===== src/sv/alt_pkg.sv =====
// ----------------------------------------------------------------------------
// alt_pkg
// Shared types and constants of the assembly line tokenizer.
// ----------------------------------------------------------------------------
package alt_pkg;

  localparam int unsigned MaxFields   = 4;
  localparam int unsigned BufferBytes = 4096;

  localparam int unsigned PosW   = $clog2(BufferBytes);
  localparam int unsigned FieldW = $clog2(MaxFields + 1);

  localparam int unsigned InDataW  = 8;
  localparam int unsigned OutDataW = 80;

  localparam logic [7:0] ChSpace  = 8'h20;
  localparam logic [7:0] ChTab    = 8'h09;
  localparam logic [7:0] ChSemi   = 8'h3B;
  localparam logic [7:0] ChComma  = 8'h2C;
  localparam logic [7:0] ChNl     = 8'h0A;
  localparam logic [7:0] ChBslash = 8'h5C;
  localparam logic [7:0] ChDquote = 8'h22;
  localparam logic [7:0] ChSquote = 8'h27;

  typedef enum logic [1:0] {
    ErrNone     = 2'd0,
    ErrComma    = 2'd1,
    ErrFields   = 2'd2,
    ErrOverflow = 2'd3
  } err_e;

  // Declared from the highest bit down: store_valid ends up in bit 0
  typedef struct packed {
    logic        any_error;
    err_e        error_code;
    logic [15:0] line_slot;
    logic [15:0] source_line;
    logic [2:0]  field_count;
    logic [12:0] line_length;
    logic        line_done;
    logic [1:0]  field_slot;
    logic        field_start;
    logic [11:0] store_pos;
    logic [7:0]  store_byte;
    logic        store_valid;
  } result_t;

  localparam int unsigned ResultW = $bits(result_t);

endpackage


===== src/sv/assembly_line_tokenizer.sv =====
// ----------------------------------------------------------------------------
// assembly_line_tokenizer
// Splits assembly source bytes into zero-terminated line buffer fields.
// ----------------------------------------------------------------------------
// Usage:
//   Source bytes enter on the s_axis channel, one byte per beat. Each byte
//   gives exactly one result beat on m_axis: the line buffer write, any field
//   opening, line completion on a newline, and error flags.
//   The result of an accepted byte is registered and shows on m_axis in the
//   cycle after it is taken. One byte is taken per cycle while the receiver is
//   ready; the tokenizer state (quote, comment, escape, field and fill counters)
//   is updated in one pass of logic at the accept edge, and the result sits in a single output register.
//   A new byte is taken whenever the output register is empty or its beat
//   leaves in the same cycle, so a stalled receiver holds the result and
//   back-pressures s_axis after one beat in flight.
//   Reset clears all tokenizer state, both line counters and the sticky
//   error flag, and empties the output register.
// ----------------------------------------------------------------------------
module assembly_line_tokenizer (
  input  logic                         clk_i,
  input  logic                         rst_ni,
  input  logic                         s_axis_tvalid_i,
  output logic                         s_axis_tready_o,
  input  logic [alt_pkg::InDataW-1:0]  s_axis_tdata_i,   // [7:0] char_byte
  output logic                         m_axis_tvalid_o,
  input  logic                         m_axis_tready_i,
  // [0] store_valid, [8:1] store_byte, [20:9] store_pos, [21] field_start,
  // [23:22] field_slot, [24] line_done, [37:25] line_length,
  // [40:38] field_count, [56:41] source_line, [72:57] line_slot,
  // [74:73] error_code, [75] any_error, [79:76] zero
  output logic [alt_pkg::OutDataW-1:0] m_axis_tdata_o
);

  logic                      in_comment_q, in_comment_d;
  logic                      in_string_q, in_string_d;
  logic                      quote_single_q, quote_single_d;
  logic                      escape_q, escape_d;
  logic                      in_field_q, in_field_d;
  logic [alt_pkg::PosW-1:0]  fill_pos_q, fill_pos_d;
  logic [alt_pkg::FieldW-1:0] field_num_q, field_num_d;
  logic [15:0]               line_cnt_q, line_cnt_d;
  logic [15:0]               lines_emit_q, lines_emit_d;
  logic                      err_seen_q, err_seen_d;
  logic                      out_valid_q;
  alt_pkg::result_t          res_q, res_d;

  logic                      accept;
  logic [7:0]                ch;
  logic                      room;
  logic                      opening;
  logic                      is_sep;
  logic [alt_pkg::PosW:0]    pos_inc;

  assign accept          = s_axis_tvalid_i && s_axis_tready_o;
  assign s_axis_tready_o = !out_valid_q || m_axis_tready_i;
  assign ch              = s_axis_tdata_i;
  assign pos_inc         = {1'b0, fill_pos_q} + 1'b1;
  assign room            = pos_inc < (alt_pkg::PosW+1)'(alt_pkg::BufferBytes);
  assign opening         = !in_field_q;
  assign is_sep          = ch inside {alt_pkg::ChSpace, alt_pkg::ChTab,
                                      alt_pkg::ChSemi, alt_pkg::ChComma};

  always_comb begin
    in_comment_d   = in_comment_q;
    in_string_d    = in_string_q;
    quote_single_d = quote_single_q;
    escape_d       = escape_q;
    in_field_d     = in_field_q;
    fill_pos_d     = fill_pos_q;
    field_num_d    = field_num_q;
    line_cnt_d     = line_cnt_q;
    lines_emit_d   = lines_emit_q;
    err_seen_d     = err_seen_q;

    res_d             = '0;
    res_d.store_pos   = 12'(fill_pos_q);
    res_d.error_code  = alt_pkg::ErrNone;

    if (ch != 8'h00) begin
      escape_d = 1'b0;
      if (is_sep) begin
        if (in_comment_q) begin
          // comment text: drop
        end else if (in_string_q) begin
          if (room) begin
            res_d.store_valid = 1'b1;
            res_d.store_byte  = ch;
            fill_pos_d        = pos_inc[alt_pkg::PosW-1:0];
          end else begin
            res_d.error_code = alt_pkg::ErrOverflow;
          end
        end else if (in_field_q) begin
          // close the field with a zero byte
          if (room) begin
            res_d.store_valid = 1'b1;
            fill_pos_d        = pos_inc[alt_pkg::PosW-1:0];
            in_field_d        = 1'b0;
          end else begin
            res_d.error_code = alt_pkg::ErrOverflow;
          end
        end else if (ch == alt_pkg::ChComma) begin
          res_d.error_code = alt_pkg::ErrComma;
        end else if (ch == alt_pkg::ChSemi) begin
          in_comment_d = 1'b1;
        end
      end else if (ch == alt_pkg::ChNl) begin
        if (line_cnt_q != 16'hFFFF) line_cnt_d = line_cnt_q + 16'd1;
        in_comment_d = 1'b0;
        in_field_d   = 1'b0;
        if (fill_pos_q != '0) begin
          res_d.store_valid = 1'b1;
          res_d.line_done   = 1'b1;
          res_d.line_length = 13'(pos_inc);
          res_d.field_count = 3'(field_num_q);
          res_d.line_slot   = lines_emit_q;
          if (lines_emit_q != 16'hFFFF) lines_emit_d = lines_emit_q + 16'd1;
          fill_pos_d  = '0;
          field_num_d = '0;
        end
      end else if (!in_comment_q) begin
        if (opening && field_num_q >= alt_pkg::FieldW'(alt_pkg::MaxFields)) begin
          // field beyond the limit: counts as open, byte dropped
          in_field_d       = 1'b1;
          res_d.error_code = alt_pkg::ErrFields;
        end else if (!escape_q && ch == alt_pkg::ChBslash) begin
          if (opening) begin
            in_field_d        = 1'b1;
            res_d.field_start = 1'b1;
            res_d.field_slot  = 2'(field_num_q);
            field_num_d       = field_num_q + 1'b1;
          end
          escape_d = 1'b1;
        end else if (!room) begin
          res_d.error_code = alt_pkg::ErrOverflow;
        end else begin
          if (opening) begin
            in_field_d        = 1'b1;
            res_d.field_start = 1'b1;
            res_d.field_slot  = 2'(field_num_q);
            field_num_d       = field_num_q + 1'b1;
          end
          if (!escape_q && (ch == alt_pkg::ChDquote || ch == alt_pkg::ChSquote)) begin
            if (in_string_q) begin
              // only the matching quote closes the string
              if ((ch == alt_pkg::ChSquote) == quote_single_q) begin
                in_string_d    = 1'b0;
                quote_single_d = 1'b0;
              end
            end else begin
              in_string_d    = 1'b1;
              quote_single_d = (ch == alt_pkg::ChSquote);
            end
          end
          res_d.store_valid = 1'b1;
          res_d.store_byte  = ch;
          fill_pos_d        = pos_inc[alt_pkg::PosW-1:0];
        end
      end
      if (res_d.error_code != alt_pkg::ErrNone) err_seen_d = 1'b1;
    end

    res_d.source_line = line_cnt_d;
    res_d.any_error   = err_seen_d;
  end

  always_ff @(posedge clk_i or negedge rst_ni) begin
    if (!rst_ni) begin
      in_comment_q   <= 1'b0;
      in_string_q    <= 1'b0;
      quote_single_q <= 1'b0;
      escape_q       <= 1'b0;
      in_field_q     <= 1'b0;
      fill_pos_q     <= '0;
      field_num_q    <= '0;
      line_cnt_q     <= '0;
      lines_emit_q   <= '0;
      err_seen_q     <= 1'b0;
      out_valid_q    <= 1'b0;
    end else begin
      if (accept) begin
        in_comment_q   <= in_comment_d;
        in_string_q    <= in_string_d;
        quote_single_q <= quote_single_d;
        escape_q       <= escape_d;
        in_field_q     <= in_field_d;
        fill_pos_q     <= fill_pos_d;
        field_num_q    <= field_num_d;
        line_cnt_q     <= line_cnt_d;
        lines_emit_q   <= lines_emit_d;
        err_seen_q     <= err_seen_d;
        out_valid_q    <= 1'b1;
      end else if (m_axis_tready_i) begin
        out_valid_q <= 1'b0;
      end
    end
  end

  always_ff @(posedge clk_i) begin
    if (accept) begin
      res_q <= res_d;
    end
  end

  assign m_axis_tvalid_o = out_valid_q;
  assign m_axis_tdata_o  = {(alt_pkg::OutDataW - alt_pkg::ResultW)'(0), res_q};

endmodule


===== config.mk =====
export PLATFORM = sky130hd
export DESIGN_NAME = assembly_line_tokenizer
export DESIGN_NICKNAME = d
export VERILOG_FILES = /design/src/sv/alt_pkg.sv /design/src/sv/assembly_line_tokenizer.sv
export SDC_FILE = /design/constraint.sdc
export NUM_CORES = 1
export LEC_CHECK = 0
export BUFFER_PORTS_ARGS = -buffer_cell sky130_fd_sc_hd__buf_2
export CAP_MARGIN = 20
export CORE_MARGIN = 3
export CORE_UTILIZATION = 43
export CTS_CLUSTER_DIAMETER = 120
export DETAILED_ROUTE_END_ITERATION = 7
export PLACE_DENSITY_LB_ADDON = 0.12
export SLEW_MARGIN = 20
export SYNTH_ARGS = -nofsm -noshare
export SYNTH_HDL_FRONTEND = slang
export SYNTH_SLANG_ARGS = --single-unit

===== constraint.sdc =====
create_clock -name clk_i -period 3.1 [get_ports clk_i]
set_input_delay 0.465 -clock clk_i [delete_from_list [all_inputs] [get_ports clk_i]]
set_output_delay 0.465 -clock clk_i [all_outputs]
set_load 0.01 [all_outputs]

==> run summary, run 1 <==
fraction of layout cells with a size suffix above 1 = 22.08%
initial antenna violation count = 0
CTS resizes = 0
final setup violation count = 0
worst hold-check path type = input port to asynchronous set/reset pin
total negative slack = 0 ns
slew of the pin with the lowest slew margin = 0.6863 ns
fraction of synthesized cell area taken by the top area cell type = 38.06%
worst setup path start = fill_pos_q[0]$_DFFE_PN0P_
FP Rows = 42
clock-pin slew reported for the worst setup and hold paths after clock tree synthesis = 0.06 ns
run status = finished clean
Int Pwr = 3.345 mW
required time worst endpoint = 3.40 ns
logic gate share of total power = 8.6%
Critical Setup Path Class = register to register
post-CTS setup buffer count = 0
parity-gate share of the synthesized area counting xor and xnor cells = 7.448%
CORE AREA = 13450 um2
post-layout minimum cycle time = 2.624 ns
fraction of the mapped netlist area in compound gates = 6.989%
synthesized-area fraction occupied by and/or/nand/nor cells = 19.82%
vias per std cell = 5.270
Leakage Power = 3.088 nW
clock latency on the worst-skew pair = 0.42 ns
Async S/R FF share, synth = 41.54%
hold violation count in the final report = 0
effective utilization at floorplan = 44.58%
critical path fanouts, max = 9
maximum number of pins on one net before global-route repair = 48
max-capacitance violation count = 0
Slew headroom = 54.25%
fmax = 0.3810 GHz
synthesized area = 5997 um2
share of the cycle needed by the critical path after routing = 84.66%
Yosys warning total = 0
number of inserted diodes = 0
IO Pins = 94
number of global-route vias before repair = 4118
critical path data arrival time = 2.92 ns
register share of total power = 47.1%
Startpoint Class = register
net load switching power = 1.034 mW
Final Max Tran Viols = 0
library cell with the highest instance count after synthesis = edfxtp_1
number of buffers created by CTS = 17
cts hold-fix bufs = 0
portion of netlist area occupied by mux cells = 1.314%
post-synthesis register bit count = 130
port buffer count = 89
sequential area share after synthesis = 60.59%
peak ir drop on the vdd network = 0.2912 mV
wirelength, routed = 12600 um
EDFF count, synth = 76
commonest cells in the netlist = edfxtp_1 (76), nor2_1 (57), dfrtp_1 (54), nand2_1 (50), and2_1 (30)
Mean Syn Cell Area = 11.44 um2
switching power as a share of total power = 23.61%
DR vias = 4269
DRC violations left = 0
post-layout net count = 638
largest family of logic cells by synthesized area = simple AND/OR/NAND/NOR gates
residual antenna-violating net count after detailed routing = 0
slowest cell delay on critical path = 0.50 ns
Routed wire per std cell = 15.55 um
Critical Path, Cell by Cell = inv_1, ha_1, nor4b_1, nand3_1, nand2_1, nand3_1, and2_1, mux2_1
cell type with the highest aggregate area in the netlist = edfxtp_1
router iterations before antenna repair = 5
Synth Instances = 524
Area contributors post-synth = edfxtp_1 (38%), dfrtp_1 (23%), xnor2_1 (3.8%)
TritonCTS clock tree = yes
horizontal die dimension = 124.1 um
placed inst area = 6630 um2
Power per Cell Area = 605.9 nW/um2
type of destination of the critical path = register
synthesis-to-layout area growth = 20.51%
Chip Height = 124.1 um
first-pass GRT wire length = 20650 um
slowest CP cell = nor4b_1
Root Driver = clkbuf_16
fraction of power consumed by the clock network = 44.3%
global-route congestion overflow total = 0
DR iter-0 viols = 325
area of all placed cells without fillers = 7227 um2
most frequent CP cell = nand3_1
adder-cell area share of the yosys netlist = 1.043%
Reg-to-Reg Start = fill_pos_q[0]$_DFFE_PN0P_
RSZ-0062 raised after global routing = no
HPWL reported at the end of detailed placement = 8618 um
number of clock sinks seen by CTS = 130
worst-case clock skew = 0.009833 ns
overall routing resource usage = 17.58%
maximum level of the CTS H-tree = 4
Max Buffers Root-to-Sink = 2
count of cell types in the netlist = 61
Die ar. = 15400 um2
predominant post-synthesis flop cell = edfxtp_1
routability-driven placement congestion ratio = 0.8678
[cell type report]
| type | count | area, um2 |
|---|---|---|
| inverter | 11 | 45.04 |
| fill | 1223 | 6226 |
| clock buffer | 25 | 485.5 |
| timing repair buffer | 98 | 545.5 |
| multi-input combinational | 363 | 2213 |
| sequential | 130 | 3633 |
| tap | 176 | 220.2 |
| clock inverter | 7 | 83.83 |
[worst max-delay path, delay by kind of cell (launching register included)]
kind                       cells  cell delay (ns)
adders and majority gates      1             0.15
DFF                            1             0.45
and+or+nand+nor                5             1.46
buffers and inverters          1             0.13
muxes                          1             0.33
[flip-flops by register name, indices dropped and copies added (netlist names), 3 cells and up]
| name | count |
|---|---|
| field_num_q | 3 |
| fill_pos_q | 12 |
| line_cnt_q | 16 |
| lines_emit_q | 16 |
| m_axis_tdata_o | 76 |
[placed cells by master, fill, tap and decap left out, drive strengths merged, types with 2 or more instances in the layout]
cell,synthesis,final
buf,10,98
edfxtp,76,76
nor2,57,57
dfrtp,54,54
nand2,50,50
and2,31,31
nand3,28,28
xnor2,26,26
xor2,25,25
clkbuf,13,25
a21oi,23,23
o21ai,13,13
nor3,11,11
and3,10,10
inv,11,10
or3,8,8
nand4,7,7
nand2b,7,7
nor4,7,7
mux2,7,7
ha,5,5
conb,1,4
clkinv,0,4
and4,3,3
a22o,3,3
a31oi,3,3
or4,3,3
or2,2,2
clkinvlp,0,2
o22ai,2,2
a21o,2,2
a311oi,2,2
o211ai,2,2
bufinv,0,2
o31ai,2,2
o41ai,2,2
a211oi,2,2
[per-layer routing]
metal  up-vias  wire length [um]  GRT usage, %
li1       2057                 -             -
met1      2059              5777         23.56
met2       128              5909         26.96
met3        25               648         4.632
met4         0               262         7.734
met5         -                 0             0
[cell families (layout without fill, tap and decap cells)]
| family | count (synthesis) | after routing |
|---|---|---|
| other cells | 1 | 4 |
| compound gates | 64 | 64 |
| xor+xnor | 51 | 51 |
| flops | 130 | 130 |
| fa+ha+maj | 5 | 5 |
| simple gates | 232 | 232 |
| buf+inv | 34 | 141 |
| mux | 7 | 7 |
[power groups by stage]
| stage | clock (mW) | combinational [mW] | sequential (mW) |
|---|---|---|---|
| 3_5_place_dp | 0 | 0.378 | 2.09 |
| 5_1_grt | 2.05 | 0.428 | 2.08 |
| 2_1_floorplan | 0 | 0.229 | 2.09 |
| 3_3_place_gp | 0 | 0.370 | 2.09 |
| 6_report | 1.94 | 0.377 | 2.06 |
| 4_1_cts | 1.98 | 0.380 | 2.06 |
[per-stage QoR]
stage          setup WS [ns]  power (mW)  hold WS, ns  cells  utilization (%)
6_report              0.4756       4.379      0.02986    810            53.72
3_3_place_gp          0.3243       2.459       0.4684    777            49.28
5_1_grt               0.2437       4.560      0.04607    810            53.72
2_1_floorplan        0.06526       2.315       0.1694    527                -
4_1_cts               0.4143       4.424       0.2387    809            53.52
3_5_place_dp          0.2561       2.473       0.4797    777            49.28
[path summary, 6_finish.rpt]
kind / to / slack [ns] / cells past startpoint
min in group clk_i: m_axis_tvalid_o$_DFFE_PN0P_ / 0.26 / 2
hold reg to reg: err_seen_q$_DFFE_PN0P_ / 0.48 / 1
setup / recovery: fill_pos_q[11]$_DFFE_PN0P_ / 0.48 / 8
hold / removal: line_cnt_q[5]$_DFFE_PN0P_ / 0.03 / 1
max in group asynchronous: lines_emit_q[14]$_DFFE_PN0P_ / 2.30 / 3
setup reg to reg: fill_pos_q[11]$_DFFE_PN0P_ / 0.48 / 8
(Power assumes the default switching activity.)
==> inputs of run 2 (changes only) <==
==> constraint.sdc (replaced) <==
create_clock -name clk_i -period 2.4 [get_ports clk_i]
set_input_delay 0.36 -clock clk_i [delete_from_list [all_inputs] [get_ports clk_i]]
set_output_delay 0.36 -clock clk_i [all_outputs]
set_load 0.01 [all_outputs]
==> run 2 against run 1 <==
Effect of this change: via count increased by 4.4%; worst hold slack improved by 0.14 ns; clock skew grew 0.0016 ns; register-to-register slack lost 0.37 ns; non-clock buffer count increased by 55; global-route usage grew 0.93 points; clock-buffer cell count fell by 5; sequential share of layout area is 3.0 points lower; fmax increased by 14%; sequential cell count unchanged; largest power group unchanged.
==> run summary, run 2 (same netlist as run 1, synthesis figures left out) <==
number of buffers created by CTS = 17 (unchanged)
share of the cycle needed by the critical path after routing = 95.57% (was 84.66%)
first-pass GRT wire length = 21960 um (was 20650 um)
Chip Height = 124.1 um (unchanged)
Max Buffers Root-to-Sink = 2 (unchanged)
Slew headroom = 59.70% (was 54.25%)
fmax = 0.4360 GHz (was 0.3810 GHz)
Power per Cell Area = 748.4 nW/um2 (was 605.9 nW/um2)
Leakage Power = 3.378 nW (was 3.088 nW)
count of non-filler cells in the finished layout = 866 (was 810)
final setup violation count = 0 (unchanged)
Final Max Tran Viols = 0 (unchanged)
slew of the pin with the lowest slew margin = 0.6045 ns (was 0.6863 ns)
RSZ-0062 raised after global routing = no (unchanged)
router iterations before antenna repair = 5 (unchanged)
global-route congestion overflow total = 0 (unchanged)
fraction of power consumed by the clock network = 42.9% (was 44.3%)
port buffer count = 89 (unchanged)
peak ir drop on the vdd network = 0.4200 mV (was 0.2912 mV)
placed insts = 831 (was 777)
net load switching power = 1.402 mW (was 1.034 mW)
switching power as a share of total power = 24.37% (was 23.61%)
required time worst endpoint = 2.70 ns (was 3.40 ns)
DR iter-0 viols = 266 (was 325)
total negative slack = 0 ns (unchanged)
worst slack at placement = -0.1776 ns (was 0.2561 ns)
critical path fanouts, max = 4 (was 9)
clock latency on the worst-skew pair = 0.42 ns (about the same)
register share of total power = 45.6% (was 47.1%)
most common cell after layout, fill and taps aside = buf_2 (unchanged)
clock-pin slew reported for the worst setup and hold paths after clock tree synthesis = 0.06 ns (about the same)
Die ar. = 15400 um2 (unchanged)
max-capacitance violation count = 0 (unchanged)
Int Pwr = 4.351 mW (was 3.345 mW)
number of global-route vias before repair = 4471 (was 4118)
initial antenna violation count = 0 (unchanged)
Critical Setup Path Class = register to register (unchanged)
total power draw = 5.753 mW (was 4.379 mW)
worst-case clock skew = 0.01145 ns (was 0.009833 ns)
maximum level of the CTS H-tree = 4 (unchanged)
number of clock sinks seen by CTS = 130 (unchanged)
DR vias = 4456 (was 4269)
R2R setup slack = 0.11 ns (was 0.48 ns)
post-layout minimum cycle time = 2.294 ns (was 2.624 ns)
worst hold-check path type = input port to register (was input port to asynchronous set/reset pin)
synthesis-to-layout area growth = 28.19% (was 20.51%)
wirelength, routed = 13630 um (was 12600 um)
routability-driven placement congestion ratio = 0.8557 (was 0.8678)
logic gate share of total power = 11.5% (was 8.6%)
overall routing resource usage = 18.50% (was 17.58%)
leading cell types in the layout, fill and taps excluded = buf_2 (89), edfxtp_1 (76), buf_4 (61), nor2_1 (56), dfrtp_1 (54) (was buf_2 (89), edfxtp_1 (76), nor2_1 (57), dfrtp_1 (54), nand2_1 (49))
DRC violations left = 0 (unchanged)
worst-case setup margin in the final layout = 0.1064 ns (was 0.4756 ns)
number of inserted diodes = 0 (unchanged)
fill cell instance count of the final layout = 1167 (was 1223)
Root Driver = clkbuf_16 (unchanged)
CORE AREA = 13450 um2 (unchanged)
run status = finished clean (unchanged)
TritonCTS clock tree = yes (unchanged)
horizontal die dimension = 124.1 um (unchanged)
hold violation count in the final report = 0 (unchanged)
HPWL reported at the end of detailed placement = 9560 um (was 8618 um)
fraction of layout cells with a size suffix above 1 = 30.14% (was 22.08%)
effective utilization at floorplan = 44.58% (unchanged)
number of flip-flops under the largest register name = 76 (unchanged)
IO Pins = 94 (unchanged)
type of destination of the critical path = register (unchanged)
Startpoint Class = register (unchanged)
critical path data arrival time = 2.59 ns (was 2.92 ns)
FP Rows = 42 (unchanged)
maximum number of pins on one net before global-route repair = 44 (was 48)
post-layout net count = 694 (was 638)
Routed wire per std cell = 15.73 um (was 15.55 um)
vias per std cell = 5.145 (was 5.270)
residual antenna-violating net count after detailed routing = 0 (unchanged)
==> run 2: final timing paths <==
check / from / endpoint / cells after the start
min in group asynchronous: rst_ni / fill_pos_q[4]$_DFFE_PN0P_ / 2
worst min-delay path: s_axis_tvalid_i / m_axis_tvalid_o$_DFFE_PN0P_ / 2
worst max-delay path: line_cnt_q[2]$_DFFE_PN0P_ / line_cnt_q[15]$_DFFE_PN0P_ / 8
worst max register to register: line_cnt_q[2]$_DFFE_PN0P_ / line_cnt_q[15]$_DFFE_PN0P_ / 8
worst min register to register: err_seen_q$_DFFE_PN0P_ / err_seen_q$_DFFE_PN0P_ / 1
max in group asynchronous: rst_ni / fill_pos_q[6]$_DFFE_PN0P_ / 3
==> run 2: per-stage QoR <==
stage	utilization [%]	instance area [um2]	hold slack (ns)
2_1_floorplan	-	6040	0.06441
3_3_place_gp	52.50	7063	0.3965
3_5_place_dp	52.50	7063	0.4093
4_1_cts	56.80	7641	0.1561
5_1_grt	57.14	7687	0.1753
6_report	57.14	7687	0.1726
==> run 2: repair_timing <==
action,in CTS,in global routing
gates cloned,0,1
setup endpoints to repair,1,26
resized for setup,1,7
hold buffers,1,0
pin swaps,0,2
endpoints found under the hold margin,21,0
buffers inserted,0,1
==> run 2: final cells by class <==
cell class                      count  area (um2)  share of cell area (%)
Clock buffer                       20       446.7                   5.811
Clock inverter                     12       115.1                   1.497
Inverter                           11       45.04                  0.5859
Multi-Input combinational cell    364        2273                   29.57
Sequential cell                   130        3633                   47.27
Tap cell                          176       220.2                   2.865
Timing Repair Buffer              153       953.4                   12.40
==> run 2: layer usage <==
metal  share of wire [%]  global-route usage [%]  vias to the layer above
li1                    -                       -                     2157
met1                  45                   24.34                     2139
met2                  48                   29.80                      137
met3                 4.8                   4.814                       23
met4                 1.8                   6.434                        0
met5                   0                       0                        -
==> run 2: worst max-delay path, stage by stage (launching register included) <==
cell	delay [ns]
dfrtp_1	0.44
nand3_1	0.14
or2_2	0.36
nor4_1	0.24
buf_4	0.17
and4_1	0.24
nand3_1	0.12
nor2_1	0.13
mux2_2	0.34
==> run 2: power groups by stage <==
stage	combinational (mW)	sequential, mW	clock [mW]
floorplan	0.300	2.70	0
global placement	0.634	2.65	0
detailed placement	0.642	2.66	0
CTS	0.650	2.62	2.50
global route	0.735	2.64	2.59
finish	0.662	2.62	2.47
